$ cat src/design/arpdhcp_pkg.sv
// Shared types and constants for the ARP/DHCP reply engine.
package arpdhcp_pkg;

  localparam int unsigned OFFSET_BITS_DEF = 16;
  localparam int unsigned QUEUE_DEPTH_DEF = 2;

  localparam logic [15:0] ETH_ARP      = 16'h0806;
  localparam logic [15:0] ETH_IPV4     = 16'h0800;
  localparam logic [31:0] DHCP_COOKIE  = 32'h6382_5363;
  localparam logic [7:0]  IP_VER_IHL   = 8'h45;
  localparam logic [15:0] PORT_SERVER  = 16'd67;
  localparam logic [15:0] PORT_CLIENT  = 16'd68;
  localparam logic [7:0]  OPT_MSG_TYPE = 8'd53;
  localparam logic [7:0]  OPT_END      = 8'd255;
  localparam logic [7:0]  PROTO_UDP    = 8'd17;
  localparam logic [7:0]  MSG_DISCOVER = 8'd1;
  localparam logic [7:0]  MSG_OFFER    = 8'd2;
  localparam logic [7:0]  MSG_REQUEST  = 8'd3;
  localparam logic [7:0]  MSG_ACK      = 8'd5;
  localparam logic [15:0] ARP_OP_REQ   = 16'd1;

  localparam logic [5:0] ARP_WORDS  = 6'd6;   // 42 bytes
  localparam logic [5:0] DHCP_WORDS = 6'd43;  // 342 bytes
  localparam logic [3:0] ARP_TAIL   = 4'd2;
  localparam logic [3:0] DHCP_TAIL  = 4'd6;

  // Configuration register indexes.
  localparam logic [2:0] CFG_BRIDGE_MAC = 3'd0;
  localparam logic [2:0] CFG_GATEWAY_IP = 3'd1;
  localparam logic [2:0] CFG_DNS_IP     = 3'd2;
  localparam logic [2:0] CFG_LEASE_IP   = 3'd3;
  localparam logic [2:0] CFG_SUBNET     = 3'd4;
  localparam logic [2:0] CFG_LEASE_SEC  = 3'd5;

  typedef enum logic [1:0] {
    KIND_ARP   = 2'd0,
    KIND_OFFER = 2'd1,
    KIND_ACK   = 2'd2
  } reply_kind_e;

  typedef struct packed {
    logic [47:0] bridge_mac;
    logic [31:0] gateway_ip;
    logic [31:0] dns_ip;
    logic [31:0] lease_ip;
    logic [31:0] subnet_mask;
    logic [31:0] lease_seconds;
  } cfg_t;

  // One reply job handed from the parser to the generator.
  typedef struct packed {
    reply_kind_e kind;
    logic [47:0] sender_hw;
    logic [31:0] sender_ip;
    logic [31:0] target_ip;
    logic [47:0] client_hw;
    logic [31:0] xid;
  } job_t;

endpackage

$ cat src/design/arpdhcp_if.sv
// Channel interfaces: frame bytes in, reply words out, configuration writes.
interface arpdhcp_in_if;
  logic       valid;
  logic       ready;
  logic [7:0] frame_byte;
  logic       end_of_frame;
  modport source (output valid, frame_byte, end_of_frame, input ready);
  modport sink (input valid, frame_byte, end_of_frame, output ready);
endinterface

interface arpdhcp_out_if;
  logic        valid;
  logic        ready;
  logic [63:0] reply_word;
  logic [3:0]  valid_bytes;
  logic [1:0]  reply_kind;
  logic        last_word;
  modport source (output valid, reply_word, valid_bytes, reply_kind, last_word, input ready);
  modport sink (input valid, reply_word, valid_bytes, reply_kind, last_word, output ready);
endinterface

interface arpdhcp_cfg_if;
  logic        valid;
  logic        ready;
  logic [2:0]  index;
  logic [47:0] data;
  modport source (output valid, index, data, input ready);
  modport sink (input valid, index, data, output ready);
endinterface

$ cat src/design/arpdhcp_front.sv
// Byte-serial frame parser: field capture, option walk, reply decision.
module arpdhcp_front #(
  parameter int unsigned OFFSET_BITS = arpdhcp_pkg::OFFSET_BITS_DEF
) (
  input  logic                clk_i,
  input  logic                rst_ni,
  input  logic                beat_i,
  input  logic [7:0]          byte_i,
  input  logic                eof_i,
  input  arpdhcp_pkg::cfg_t   cfg_i,
  output logic                push_o,
  output arpdhcp_pkg::job_t   job_o,
  output logic                busy_o
);
  import arpdhcp_pkg::*;

  localparam logic [OFFSET_BITS-1:0] OFF_MAX = '1;

  logic [OFFSET_BITS-1:0] off_q, off_d, len_q;
  logic [15:0] eth_q, eth_d, op_q, op_d, port_q, port_d;
  logic [47:0] shw_q, shw_d, chw_q, chw_d;
  logic [31:0] sip_q, sip_d, tip_q, tip_d, xid_q, xid_d, cookie_q, cookie_d;
  logic [5:0]  ihb_q, ihb_d;
  logic [7:0]  proto_q, proto_d;
  logic [1:0]  ph_q, ph_d;
  logic [7:0]  code_q, code_d, left_q, left_d, pend_q, pend_d, mt_q, mt_d, mtf_q;
  logic        eof_q;

  logic [15:0] p;
  logic [15:0] u, d;
  logic        cap;
  logic [7:0]  left_m1;

  assign cap = (off_q != OFF_MAX);
  assign p   = 16'(off_q);
  assign u   = 16'd14 + 16'(ihb_q);
  assign d   = u + 16'd8;
  assign left_m1 = left_q - 8'd1;

  always_comb begin
    off_d = off_q; eth_d = eth_q; op_d = op_q; shw_d = shw_q; sip_d = sip_q;
    tip_d = tip_q; ihb_d = ihb_q; proto_d = proto_q; port_d = port_q;
    xid_d = xid_q; chw_d = chw_q; cookie_d = cookie_q;
    ph_d = ph_q; code_d = code_q; left_d = left_q; pend_d = pend_q; mt_d = mt_q;
    if (beat_i && cap) begin
      off_d = off_q + 1'b1;
      if (p == 16'd12 || p == 16'd13) eth_d = {eth_q[7:0], byte_i};
      if (p == 16'd20 || p == 16'd21) op_d = {op_q[7:0], byte_i};
      if (p >= 16'd22 && p <= 16'd27) shw_d = {shw_q[39:0], byte_i};
      if (p >= 16'd28 && p <= 16'd31) sip_d = {sip_q[23:0], byte_i};
      if (p >= 16'd38 && p <= 16'd41) tip_d = {tip_q[23:0], byte_i};
      if (p == 16'd14) ihb_d = {byte_i[3:0], 2'b00};
      if (p == 16'd23) proto_d = byte_i;
      if (p == u + 16'd2 || p == u + 16'd3) port_d = {port_q[7:0], byte_i};
      if (p >= d + 16'd4 && p <= d + 16'd7) xid_d = {xid_q[23:0], byte_i};
      if (p >= d + 16'd28 && p <= d + 16'd33) chw_d = {chw_q[39:0], byte_i};
      if (p >= d + 16'd236 && p <= d + 16'd239) cookie_d = {cookie_q[23:0], byte_i};
      if (p >= d + 16'd240) begin
        case (ph_q)
          2'd0: begin
            if (code_q != OPT_END && byte_i != 8'd0) begin
              code_d = byte_i;
              if (byte_i != OPT_END) ph_d = 2'd1;
            end
          end
          2'd1: begin
            if (byte_i == 8'd0) ph_d = 2'd0;
            else begin
              left_d = byte_i;
              ph_d = 2'd2;
            end
          end
          default: begin
            if (ph_q == 2'd2) pend_d = byte_i;
            left_d = left_m1;
            if (left_m1 == 8'd0) begin
              if (code_q == OPT_MSG_TYPE) mt_d = (ph_q == 2'd2) ? byte_i : pend_q;
              ph_d = 2'd0;
            end else begin
              ph_d = 2'd3;
            end
          end
        endcase
      end
    end
  end

  always_ff @(posedge clk_i or negedge rst_ni) begin
    if (!rst_ni) begin
      off_q <= '0; eth_q <= '0; op_q <= '0; shw_q <= '0; sip_q <= '0; tip_q <= '0;
      ihb_q <= '0; proto_q <= '0; port_q <= '0; xid_q <= '0; chw_q <= '0;
      cookie_q <= '0; ph_q <= '0; code_q <= '0; left_q <= '0; pend_q <= '0;
      mt_q <= '0; eof_q <= 1'b0;
    end else begin
      eth_q <= eth_d; op_q <= op_d; shw_q <= shw_d; sip_q <= sip_d; tip_q <= tip_d;
      ihb_q <= ihb_d; proto_q <= proto_d; port_q <= port_d; xid_q <= xid_d;
      chw_q <= chw_d; cookie_q <= cookie_d;
      eof_q <= beat_i && eof_i;
      if (beat_i && eof_i) begin
        off_q <= '0; ph_q <= '0; code_q <= '0; left_q <= '0; pend_q <= '0; mt_q <= '0;
      end else begin
        off_q <= off_d; ph_q <= ph_d; code_q <= code_d; left_q <= left_d;
        pend_q <= pend_d; mt_q <= mt_d;
      end
    end
  end

  // Frame length and final message type, held for the decision cycle.
  always_ff @(posedge clk_i) begin
    if (beat_i && eof_i) begin
      len_q <= off_d;
      mtf_q <= mt_d;
    end
  end

  // Decision in the cycle after the last byte; the next frame's first bytes
  // never touch captured fields, so they are still those of this frame.
  logic [15:0] len;
  logic arp_hit, dhcp_ok;
  assign len = 16'(len_q);
  assign arp_hit = (eth_q == ETH_ARP) && (len >= 16'd42) && (op_q == ARP_OP_REQ) &&
                   (tip_q == cfg_i.gateway_ip || tip_q == cfg_i.dns_ip);
  assign dhcp_ok = (eth_q == ETH_IPV4) && (len >= 16'd34) && (proto_q == PROTO_UDP) &&
                   (port_q == PORT_SERVER) && (len >= 16'd262 + 16'(ihb_q)) &&
                   (cookie_q == DHCP_COOKIE);

  always_comb begin
    job_o.sender_hw = shw_q;
    job_o.sender_ip = sip_q;
    job_o.target_ip = tip_q;
    job_o.client_hw = chw_q;
    job_o.xid       = xid_q;
    job_o.kind      = KIND_ARP;
    push_o          = 1'b0;
    if (eof_q && len >= 16'd14) begin
      if (eth_q == ETH_ARP) begin
        push_o = arp_hit;
      end else if (dhcp_ok && mtf_q == MSG_DISCOVER) begin
        push_o = 1'b1;
        job_o.kind = KIND_OFFER;
      end else if (dhcp_ok && mtf_q == MSG_REQUEST) begin
        push_o = 1'b1;
        job_o.kind = KIND_ACK;
      end
    end
  end

  assign busy_o = eof_q;
endmodule

$ cat src/design/arpdhcp_queue.sv
// Short job queue between parser and generator.
module arpdhcp_queue #(
  parameter int unsigned DEPTH = arpdhcp_pkg::QUEUE_DEPTH_DEF
) (
  input  logic                      clk_i,
  input  logic                      rst_ni,
  input  logic                      push_i,
  input  arpdhcp_pkg::job_t         job_i,
  input  logic                      pop_i,
  output arpdhcp_pkg::job_t         job_o,
  output logic                      empty_o,
  output logic [$clog2(DEPTH+1)-1:0] count_o
);
  import arpdhcp_pkg::*;

  localparam int unsigned AW = (DEPTH > 1) ? $clog2(DEPTH) : 1;
  localparam int unsigned CW = $clog2(DEPTH + 1);

  job_t          mem [DEPTH];
  logic [AW-1:0] wp_q, rp_q;
  logic [CW-1:0] cnt_q;

  function automatic logic [AW-1:0] nxt(input logic [AW-1:0] a);
    return (a == AW'(DEPTH - 1)) ? '0 : a + 1'b1;
  endfunction

  always_ff @(posedge clk_i) begin
    if (push_i) mem[wp_q] <= job_i;
  end

  always_ff @(posedge clk_i or negedge rst_ni) begin
    if (!rst_ni) begin
      wp_q <= '0; rp_q <= '0; cnt_q <= '0;
    end else begin
      if (push_i) wp_q <= nxt(wp_q);
      if (pop_i) rp_q <= nxt(rp_q);
      cnt_q <= cnt_q + CW'(push_i) - CW'(pop_i);
    end
  end

  assign job_o   = mem[rp_q];
  assign empty_o = (cnt_q == '0);
  assign count_o = cnt_q;
endmodule

$ cat src/design/arpdhcp_back.sv
// Reply generator: builds the reply frame one 64-bit word per beat.
module arpdhcp_back (
  input  logic              clk_i,
  input  logic              rst_ni,
  input  arpdhcp_pkg::cfg_t cfg_i,
  input  logic              empty_i,
  input  arpdhcp_pkg::job_t job_i,
  output logic              pop_o,
  output logic              valid_o,
  input  logic              ready_i,
  output logic [63:0]       word_o,
  output logic [3:0]        nbytes_o,
  output logic [1:0]        kind_o,
  output logic              last_o
);
  import arpdhcp_pkg::*;

  logic        act_q;
  job_t        job_q;
  logic [5:0]  k_q;
  logic        ov_q;
  logic [63:0] w_q;
  logic [3:0]  n_q;
  logic [1:0]  kd_q;
  logic        l_q;
  logic [15:0] csum;
  logic [7:0]  mtype;

  // IP header checksum: fixed words plus the server address halves.
  logic [19:0] s0;
  logic [16:0] s1;
  assign s0 = 20'h28657 + 20'(cfg_i.gateway_ip[31:16]) + 20'(cfg_i.gateway_ip[15:0]);
  assign s1 = 17'(s0[15:0]) + 17'(s0[19:16]);
  assign csum = ~(s1[15:0] + 16'(s1[16]));
  assign mtype = (job_q.kind == KIND_ACK) ? MSG_ACK : MSG_OFFER;

  function automatic logic in_rng(input logic [8:0] i, input int unsigned lo,
                                  input int unsigned n);
    return (i >= 9'(lo)) && (i < 9'(lo + n));
  endfunction

  function automatic logic [7:0] b48(input logic [47:0] v, input logic [8:0] i,
                                     input int unsigned lo);
    logic [2:0] j;
    j = 3'(i - 9'(lo));
    return 8'(v >> (6'd40 - {j, 3'b000}));
  endfunction

  function automatic logic [7:0] b32(input logic [31:0] v, input logic [8:0] i,
                                     input int unsigned lo);
    logic [1:0] j;
    j = 2'(i - 9'(lo));
    return 8'(v >> (5'd24 - {j, 3'b000}));
  endfunction

  function automatic logic [7:0] arp_byte(input logic [8:0] i, input job_t jb,
                                          input cfg_t c);
    logic [7:0] r;
    r = 8'd0;
    if (in_rng(i, 0, 6)) r = b48(jb.sender_hw, i, 0);
    else if (in_rng(i, 6, 6)) r = b48(c.bridge_mac, i, 6);
    else if (i == 9'd12) r = ETH_ARP[15:8];
    else if (i == 9'd13) r = ETH_ARP[7:0];
    else if (i == 9'd15) r = 8'd1;
    else if (i == 9'd16) r = ETH_IPV4[15:8];
    else if (i == 9'd18) r = 8'd6;
    else if (i == 9'd19) r = 8'd4;
    else if (i == 9'd21) r = 8'd2;
    else if (in_rng(i, 22, 6)) r = b48(c.bridge_mac, i, 22);
    else if (in_rng(i, 28, 4)) r = b32(jb.target_ip, i, 28);
    else if (in_rng(i, 32, 6)) r = b48(jb.sender_hw, i, 32);
    else if (in_rng(i, 38, 4)) r = b32(jb.sender_ip, i, 38);
    return r;
  endfunction

  function automatic logic [7:0] dhcp_byte(input logic [8:0] i, input job_t jb,
                                           input cfg_t c, input logic [15:0] cs,
                                           input logic [7:0] mt);
    logic [7:0] r;
    r = 8'd0;
    if (in_rng(i, 0, 6)) r = b48(jb.client_hw, i, 0);
    else if (in_rng(i, 6, 6)) r = b48(c.bridge_mac, i, 6);
    else if (i == 9'd12) r = ETH_IPV4[15:8];
    else if (i == 9'd14) r = IP_VER_IHL;
    else if (i == 9'd16) r = 8'h01;
    else if (i == 9'd17) r = 8'h48;
    else if (i == 9'd22) r = 8'd64;
    else if (i == 9'd23) r = PROTO_UDP;
    else if (i == 9'd24) r = cs[15:8];
    else if (i == 9'd25) r = cs[7:0];
    else if (in_rng(i, 26, 4)) r = b32(c.gateway_ip, i, 26);
    else if (in_rng(i, 30, 4)) r = 8'hFF;
    else if (i == 9'd35) r = PORT_SERVER[7:0];
    else if (i == 9'd37) r = PORT_CLIENT[7:0];
    else if (i == 9'd38) r = 8'h01;
    else if (i == 9'd39) r = 8'h34;
    else if (i == 9'd42) r = 8'd2;
    else if (i == 9'd43) r = 8'd1;
    else if (i == 9'd44) r = 8'd6;
    else if (in_rng(i, 46, 4)) r = b32(jb.xid, i, 46);
    else if (in_rng(i, 58, 4)) r = b32(c.lease_ip, i, 58);
    else if (in_rng(i, 62, 4)) r = b32(c.gateway_ip, i, 62);
    else if (in_rng(i, 70, 6)) r = b48(jb.client_hw, i, 70);
    else if (in_rng(i, 278, 4)) r = b32(DHCP_COOKIE, i, 278);
    else if (i == 9'd282) r = OPT_MSG_TYPE;
    else if (i == 9'd283) r = 8'd1;
    else if (i == 9'd284) r = mt;
    else if (i == 9'd285) r = 8'd54;
    else if (i == 9'd286) r = 8'd4;
    else if (in_rng(i, 287, 4)) r = b32(c.gateway_ip, i, 287);
    else if (i == 9'd291) r = 8'd51;
    else if (i == 9'd292) r = 8'd4;
    else if (in_rng(i, 293, 4)) r = b32(c.lease_seconds, i, 293);
    else if (i == 9'd297) r = 8'd1;
    else if (i == 9'd298) r = 8'd4;
    else if (in_rng(i, 299, 4)) r = b32(c.subnet_mask, i, 299);
    else if (i == 9'd303) r = 8'd3;
    else if (i == 9'd304) r = 8'd4;
    else if (in_rng(i, 305, 4)) r = b32(c.gateway_ip, i, 305);
    else if (i == 9'd309) r = 8'd6;
    else if (i == 9'd310) r = 8'd4;
    else if (in_rng(i, 311, 4)) r = b32(c.dns_ip, i, 311);
    else if (i == 9'd315) r = OPT_END;
    return r;
  endfunction

  logic        is_arp, last_k, adv;
  logic [3:0]  n_k;
  logic [63:0] w_k;

  assign is_arp = (job_q.kind == KIND_ARP);
  assign last_k = is_arp ? (k_q == ARP_WORDS - 6'd1) : (k_q == DHCP_WORDS - 6'd1);
  assign n_k    = !last_k ? 4'd8 : (is_arp ? ARP_TAIL : DHCP_TAIL);
  assign adv    = act_q && (!ov_q || ready_i);
  assign pop_o  = !act_q && !empty_i;

  always_comb begin
    logic [8:0] idx;
    w_k = '0;
    for (int i = 0; i < 8; i++) begin
      idx = {k_q[5:0], 3'(i)};
      if (4'(i) < n_k)
        w_k[63 - 8*i -: 8] = is_arp ? arp_byte(idx, job_q, cfg_i)
                                    : dhcp_byte(idx, job_q, cfg_i, csum, mtype);
    end
  end

  always_ff @(posedge clk_i or negedge rst_ni) begin
    if (!rst_ni) begin
      act_q <= 1'b0; k_q <= '0; ov_q <= 1'b0;
    end else begin
      if (pop_o) begin
        act_q <= 1'b1;
        k_q <= '0;
      end else if (adv) begin
        k_q <= k_q + 6'd1;
        if (last_k) act_q <= 1'b0;
      end
      if (adv) ov_q <= 1'b1;
      else if (ready_i) ov_q <= 1'b0;
    end
  end

  always_ff @(posedge clk_i) begin
    if (pop_o) job_q <= job_i;
    if (adv) begin
      w_q <= w_k; n_q <= n_k; kd_q <= job_q.kind; l_q <= last_k;
    end
  end

  assign valid_o  = ov_q;
  assign word_o   = w_q;
  assign nbytes_o = n_q;
  assign kind_o   = kd_q;
  assign last_o   = l_q;
endmodule

$ cat src/design/arp_dhcp_reply_engine.sv
// Top level of the ARP/DHCP reply engine.
//
//  channel | dir | payload                                        | role
//  in_i    | in  | frame_byte, end_of_frame                       | frame bytes
//  out_o   | out | reply_word, valid_bytes, reply_kind, last_word | reply words
//  cfg_i   | in  | index, data                                    | register writes
//
// Input takes one byte per cycle while ready; a reply job is decided in the
// cycle after the last byte and queued. The generator sends one word per cycle
// while out_o is ready: 6 words for ARP, 43 for DHCP; it fetches each job from the queue between replies.
// Input stalls only while the job queue has no room for a decision in flight.
// Reset is asynchronous, active low; config registers reset to their defaults.
// Output beats come from a register; out_o ready stalls the generator, and through a full job queue the input.
module arp_dhcp_reply_engine #(
  parameter int unsigned OFFSET_BITS = arpdhcp_pkg::OFFSET_BITS_DEF,
  parameter int unsigned QUEUE_DEPTH = arpdhcp_pkg::QUEUE_DEPTH_DEF
) (
  input  logic           clk_i,
  input  logic           rst_ni,
  arpdhcp_in_if.sink     in_i,
  arpdhcp_out_if.source  out_o,
  arpdhcp_cfg_if.sink    cfg_i
);
  import arpdhcp_pkg::*;

  localparam int unsigned CW = $clog2(QUEUE_DEPTH + 1);

  cfg_t          cfg_q;
  logic          push, pop, empty, busy, in_beat;
  job_t          job_in, job_out;
  logic [CW-1:0] count;

  // Configuration registers; always ready.
  assign cfg_i.ready = 1'b1;
  always_ff @(posedge clk_i or negedge rst_ni) begin
    if (!rst_ni) begin
      cfg_q.bridge_mac    <= 48'h0200_5E10_0002;
      cfg_q.gateway_ip    <= 32'h0A00_0202;
      cfg_q.dns_ip        <= 32'h0A00_0203;
      cfg_q.lease_ip      <= 32'h0A00_020F;
      cfg_q.subnet_mask   <= 32'hFFFF_FF00;
      cfg_q.lease_seconds <= 32'd86400;
    end else if (cfg_i.valid) begin
      case (cfg_i.index)
        CFG_BRIDGE_MAC: cfg_q.bridge_mac    <= cfg_i.data;
        CFG_GATEWAY_IP: cfg_q.gateway_ip    <= cfg_i.data[31:0];
        CFG_DNS_IP:     cfg_q.dns_ip        <= cfg_i.data[31:0];
        CFG_LEASE_IP:   cfg_q.lease_ip      <= cfg_i.data[31:0];
        CFG_SUBNET:     cfg_q.subnet_mask   <= cfg_i.data[31:0];
        CFG_LEASE_SEC:  cfg_q.lease_seconds <= cfg_i.data[31:0];
        default: ;
      endcase
    end
  end

  // Keep a queue slot for a decision still in flight.
  assign in_i.ready = (32'(count) + 32'(busy)) < QUEUE_DEPTH;
  assign in_beat    = in_i.valid && in_i.ready;

  arpdhcp_front #(.OFFSET_BITS(OFFSET_BITS)) u_front (
    .clk_i  (clk_i),
    .rst_ni (rst_ni),
    .beat_i (in_beat),
    .byte_i (in_i.frame_byte),
    .eof_i  (in_i.end_of_frame),
    .cfg_i  (cfg_q),
    .push_o (push),
    .job_o  (job_in),
    .busy_o (busy)
  );

  arpdhcp_queue #(.DEPTH(QUEUE_DEPTH)) u_queue (
    .clk_i   (clk_i),
    .rst_ni  (rst_ni),
    .push_i  (push),
    .job_i   (job_in),
    .pop_i   (pop),
    .job_o   (job_out),
    .empty_o (empty),
    .count_o (count)
  );

  arpdhcp_back u_back (
    .clk_i    (clk_i),
    .rst_ni   (rst_ni),
    .cfg_i    (cfg_q),
    .empty_i  (empty),
    .job_i    (job_out),
    .pop_o    (pop),
    .valid_o  (out_o.valid),
    .ready_i  (out_o.ready),
    .word_o   (out_o.reply_word),
    .nbytes_o (out_o.valid_bytes),
    .kind_o   (out_o.reply_kind),
    .last_o   (out_o.last_word)
  );

  a_no_overflow: assert property (@(posedge clk_i) disable iff (!rst_ni)
    push |-> (32'(count) < QUEUE_DEPTH) || pop)
    else $error("job queue overflow");

  a_tail_len: assert property (@(posedge clk_i) disable iff (!rst_ni)
    out_o.valid && out_o.last_word |->
      out_o.valid_bytes == ARP_TAIL || out_o.valid_bytes == DHCP_TAIL)
    else $error("bad final word length");

  a_full_word: assert property (@(posedge clk_i) disable iff (!rst_ni)
    out_o.valid && !out_o.last_word |-> out_o.valid_bytes == 4'd8)
    else $error("short word before end of reply");

  a_kind: assert property (@(posedge clk_i) disable iff (!rst_ni)
    out_o.valid |-> out_o.reply_kind != 2'd3)
    else $error("bad reply kind");

endmodule

$ cat src/flat_wrapper.sv
// flat-port wrapper written by rule: the top's interface ports become plain ports
module arp_dhcp_reply_engine_flat import arpdhcp_pkg::*;
#(
  parameter int unsigned OFFSET_BITS = arpdhcp_pkg::OFFSET_BITS_DEF,
  parameter int unsigned QUEUE_DEPTH = arpdhcp_pkg::QUEUE_DEPTH_DEF
)
  (clk_i, rst_ni, in_i_valid, in_i_frame_byte, in_i_end_of_frame, in_i_ready, out_o_valid, out_o_reply_word, out_o_valid_bytes, out_o_reply_kind, out_o_last_word, out_o_ready, cfg_i_valid, cfg_i_index, cfg_i_data, cfg_i_ready);
  arpdhcp_in_if in_i_i ();
  arpdhcp_out_if out_o_i ();
  arpdhcp_cfg_if cfg_i_i ();
  input  logic clk_i;
  input  logic rst_ni;
  input wire logic [$bits(in_i_i.valid)-1:0] in_i_valid;
  input wire logic [$bits(in_i_i.frame_byte)-1:0] in_i_frame_byte;
  input wire logic [$bits(in_i_i.end_of_frame)-1:0] in_i_end_of_frame;
  output wire logic [$bits(in_i_i.ready)-1:0] in_i_ready;
  output wire logic [$bits(out_o_i.valid)-1:0] out_o_valid;
  output wire logic [$bits(out_o_i.reply_word)-1:0] out_o_reply_word;
  output wire logic [$bits(out_o_i.valid_bytes)-1:0] out_o_valid_bytes;
  output wire logic [$bits(out_o_i.reply_kind)-1:0] out_o_reply_kind;
  output wire logic [$bits(out_o_i.last_word)-1:0] out_o_last_word;
  input wire logic [$bits(out_o_i.ready)-1:0] out_o_ready;
  input wire logic [$bits(cfg_i_i.valid)-1:0] cfg_i_valid;
  input wire logic [$bits(cfg_i_i.index)-1:0] cfg_i_index;
  input wire logic [$bits(cfg_i_i.data)-1:0] cfg_i_data;
  output wire logic [$bits(cfg_i_i.ready)-1:0] cfg_i_ready;
  assign in_i_i.valid = in_i_valid;
  assign in_i_i.frame_byte = in_i_frame_byte;
  assign in_i_i.end_of_frame = in_i_end_of_frame;
  assign in_i_ready = in_i_i.ready;
  assign out_o_valid = out_o_i.valid;
  assign out_o_reply_word = out_o_i.reply_word;
  assign out_o_valid_bytes = out_o_i.valid_bytes;
  assign out_o_reply_kind = out_o_i.reply_kind;
  assign out_o_last_word = out_o_i.last_word;
  assign out_o_i.ready = out_o_ready;
  assign cfg_i_i.valid = cfg_i_valid;
  assign cfg_i_i.index = cfg_i_index;
  assign cfg_i_i.data = cfg_i_data;
  assign cfg_i_ready = cfg_i_i.ready;
  arp_dhcp_reply_engine #(.OFFSET_BITS(OFFSET_BITS), .QUEUE_DEPTH(QUEUE_DEPTH)) u_core (.clk_i(clk_i), .rst_ni(rst_ni), .in_i(in_i_i), .out_o(out_o_i), .cfg_i(cfg_i_i));
endmodule
$ cat config.mk
export PLATFORM = sky130hd
export DESIGN_NAME = arp_dhcp_reply_engine_flat
export DESIGN_NICKNAME = d
export VERILOG_FILES = /design/src/design/arpdhcp_pkg.sv /design/src/design/arpdhcp_if.sv /design/src/design/arpdhcp_front.sv /design/src/design/arpdhcp_queue.sv /design/src/design/arpdhcp_back.sv /design/src/design/arp_dhcp_reply_engine.sv /design/src/flat_wrapper.sv
export SDC_FILE = /design/constraint.sdc
export NUM_CORES = 2
export LEC_CHECK = 0
export BUFFER_PORTS_ARGS = -buffer_cell sky130_fd_sc_hd__clkbuf_2
export CORE_MARGIN = 2
export CORE_UTILIZATION = 30
export DETAILED_ROUTE_END_ITERATION = 6
export GPL_ROUTABILITY_DRIVEN = 0
export PLACE_DENSITY = 0.56
export SLEW_MARGIN = 10
export SYNTH_ARGS = -nofsm -noshare
export SYNTH_HDL_FRONTEND = slang
export SYNTH_SLANG_ARGS = --single-unit
$ cat constraint.sdc
create_clock -name clk_i -period 22.7 [get_ports clk_i]
set_clock_uncertainty 0.2 [all_clocks]
set_input_delay 1.135 -clock clk_i [delete_from_list [all_inputs] [get_ports clk_i]]
set_output_delay 1.135 -clock clk_i [all_outputs]
set_load 0.03 [all_outputs]
==> qor.csv <==
stage;metric;value;unit
sta;Final min period;7960;ps
routing;Pre-antenna DRT Iters;7;
setup_path;CP delay by family, top;simple AND/OR/NAND/NOR gates;
global_routing;initial antenna violation count;13;
routing;vias after detailed routing;34600;
power_and_ir_drop;leakage;0.0235;µW
clock_tree;Post-CTS Setup Bufs;0;
clock_tree;clk_lat worst skew;770;ps
global_routing;largest net degree at the start of global routing;148;
cells_and_area;P&R area growth vs syn;14.7;%
setup_path;critical path's slowest cell;nor4b_1;
status;status;finished with violations;
floorplan;core box area;0.179;mm²
setup_path;Critical Path Source Type;register;
logic_synthesis;Synth top area share;37.5;%
routing;final WL;177;mm
clock_tree;clock slew at reported path FFs;70;ps
sta;RSZ-0062 raised after global routing;no;
placement;pre-CTS WS;14940;ps
logic_synthesis;Synth Area per Inst;14.1;µm²
worst_hold_path;worst hold path type;in -> async;
routing;first-iteration detailed-routing DRC count;3922;
power_and_ir_drop;sequential power share;47.4;%
job;Max-cap violations;1;
power_and_ir_drop;power share of the combinational group;12.4;%
logic_synthesis;count leader, synth;mux2_2;
power_and_ir_drop;net switching power;1470;µW
logic_synthesis;Mapped Area;0.0539;mm²
clock_tree;TritonCTS Buffers;134;
global_routing;Congestion Overflow GR;0;
global_routing;global-route wire length before repair;252;mm
routing;ANT nets after route;0;
sta;relative slew slack;-1.28;%
logic_synthesis;Synth Flop Type;edfxtp_1;
logic_synthesis;synth top area cells;edfxtp_1 38%, dfrtp_1 23%, mux2_2 14%;
clock_tree;PostCTS Resize Cnt;0;
logic_synthesis;unique cell type count in the Yosys netlist;97;
routing;DR vias/cell;5.39;
setup_path;CP required;22970;ps
logic_synthesis;sequential fraction of the synthesis area;63.4;%
power_and_ir_drop;PD cells;88.5;mW/mm²
clock_tree;CTS H-tree depth;4;
setup_path;WP buf/inv;1;
power_and_ir_drop;Pint;4010;µW
cells_and_area;Design Area, Final;0.0619;mm²
global_routing;vias in the first global route;33800;
status;failing checks;design-rule violations, max-capacitance violations, max-slew violations;
placement;post-detail-place hpwl;119;mm
setup_path;CP Capture Type;register;
logic_synthesis;cells after synthesis;3831;
power_and_ir_drop;Power Total;5480;µW
clock_tree;CTS sink cnt;1229;
setup_path;crit path max fanout;11;
floorplan;die area;0.183;mm²
sta;Final Max Tran Viols;5;
floorplan;row count;155;
power_and_ir_drop;Max IR drop VDD;0.0598;mV
logic_synthesis;FFs w/ async S/R, synth;45.2;%
clock_tree;TritonCTS clock tree;done;
global_routing;total track usage;18.9;%
sta;Worst Setup Slack, final;14740;ps
floorplan;Starting Density;30.2;%
clock_tree;hold buffer count at CTS;0;
cells_and_area;final layout net count;4106;
sta;Hold Vio Cnt, Final;0;
logic_synthesis;area leader, netlist;edfxtp_1;
floorplan;IO Pins;139;
floorplan;Die Wd;428;µm
sta;setup TNS;0;ps
setup_path;Arr. time, crit path;8220;ps
power_and_ir_drop;clock power share;40.1;%
routing;Wirelength per Cell;27.5;µm
routing;number of remaining DRC errors;29;
clock_tree;maximum clock path buffer count;3;
power_and_ir_drop;Sw Ratio;26.8;%
sta;actual slew at the worst max-slew pin;1500;ps
setup_path;CP peak stage delay;670;ps
logic_synthesis;Synthesis Warnings;0;
placement;I/O Buffers;136;
sta;period utilisation layout;35.0;%
logic_synthesis;Yosys reg bits;1229;
sta;# setup viols final;0;
setup_path;Worst Setup Path Type;reg -> reg;
cells_and_area;post-layout util;34.6;%
logic_synthesis;number of flops mapped to enable cells by yosys;674;
cells_and_area;fraction of layout cells with a size suffix above 1;29.5;%
placement;cell area after placement;0.0574;mm²
clock_tree;clk root buf;clkbuf_16;
floorplan;die height;428;µm
sta;Fmax achieved;0.126;GHz
logic_synthesis;Commonest cells post-synth;685 x mux2_2, 674 x edfxtp_1, 502 x dfrtp_1;
[registers in the layout, indices dropped and copies added (netlist names), 15 cells and up]
register and count:
u_core.u_front.shw_q 48, u_core.u_front.len 15, u_core.u_front.eth_q 16, u_core.cfg_q 208, u_core.u_back.word_o 64, u_core.u_front.xid_q 32, u_core.u_front.off_q 16, u_core.u_queue.mem 388
u_core.u_front.port_q 16, u_core.u_front.tip_q 32, u_core.u_front.chw_q 48, u_core.u_front.op_q 16, u_core.u_front.cookie_q 32, u_core.u_back.job_q 194, u_core.u_front.sip_q 32
[layout make-up]
| type | instances | area (µm²) |
|---|---|---|
| antenna | 2 | 5.00 |
| clock buffer | 187 | 3700 |
| clock inverter | 63 | 787 |
| fill | 17200 | 117000 |
| inverter | 43 | 161 |
| multi-input combinational | 2332 | 18800 |
| sequential | 1229 | 34200 |
| tap | 2355 | 2950 |
| timing repair buffer | 209 | 1280 |
[path summary, 6_finish.rpt]
check                                         start                     endpoint  slack (ps)  cells past startpoint
max in group asynchronous                    rst_ni             u_core.cfg_q[19]       19710                      3
min reg2reg                u_core.u_front.sip_q[25]   u_core.u_queue.mem[0][137]         250                      0
min in group clk_i         u_core.u_front.sip_q[25]   u_core.u_queue.mem[0][137]         250                      0
max                               u_core.cfg_q[144]     u_core.u_back.word_o[62]       14740                     33
min                                          rst_ni  u_core.u_front.cookie_q[18]         230                      1
max reg2reg                       u_core.cfg_q[144]     u_core.u_back.word_o[62]       14740                     33
[layer usage]
layer  share of wire (%)  vias up  global-route usage, %  routed length (µm)
met4                 5.5        6                   9.29                9730
met3                 8.7      389                   4.50               15400
met1                  41    17900                   25.2               73200
li1                    -    14700                      -                   -
met5               0.020        -                      0                  36
met2                  44     1620                   28.6               78300
[placed cells by master, fill, tap and decap left out, types with 17 or more instances in the layout]
cell type and instances:
a211oi_1 26, a21o_1 25, a21oi_1 185, a221oi_1 32
a222oi_1 21, a22o_1 18, a22oi_1 99, a31oi_1 25
and2_1 44, and3_1 17, buf_4 70, clkbuf_1 38
clkbuf_16 134, clkbuf_2 135, dfrtp_1 501, dfstp_2 53
edfxtp_1 674, ha_1 90, inv_1 42, mux2_2 685
mux2i_1 29, nand2_1 149, nand3_1 44, nand4_1 40
nor2_1 178, nor2b_1 22, nor3_1 36, nor4_1 23
o211ai_1 37, o21ai_0 119, o22ai_1 34, xnor2_1 119
xor2_1 39
[kinds of logic (layout without fill, tap and decap cells)]
group                    Yosys count  in the layout  synth area share (%)
adder cells (fa/ha/maj)           92             92                  2.16
XOR/XNOR                         159            159                  2.61
multiplexers                     714            714                  14.8
AO/OA/AOI/OAI                    715            715                  8.88
other                              2              5                0.0139
buffers and inverters            271            502                  2.01
AND/OR/NAND/NOR                  649            649                  6.11
flip-flops                      1229           1229                  63.4
[power groups by stage]
stage / logic, µW / clock network (µW) / registers (µW)
after global placement: 661 / 0 / 2630
after global routing: 737 / 2330 / 2600
after detailed placement: 669 / 0 / 2630
after floorplan: 526 / 0 / 2550
final: 682 / 2200 / 2600
after CTS: 672 / 2240 / 2590
[stage by stage]
stage,std cells,hold slack [ps]
5_1_grt,6418,249
2_1_floorplan,3832,237
3_3_place_gp,6168,244
4_1_cts,6418,208
6_report,6420,230
3_5_place_dp,6168,254
Power figures use the tool's default switching activity.
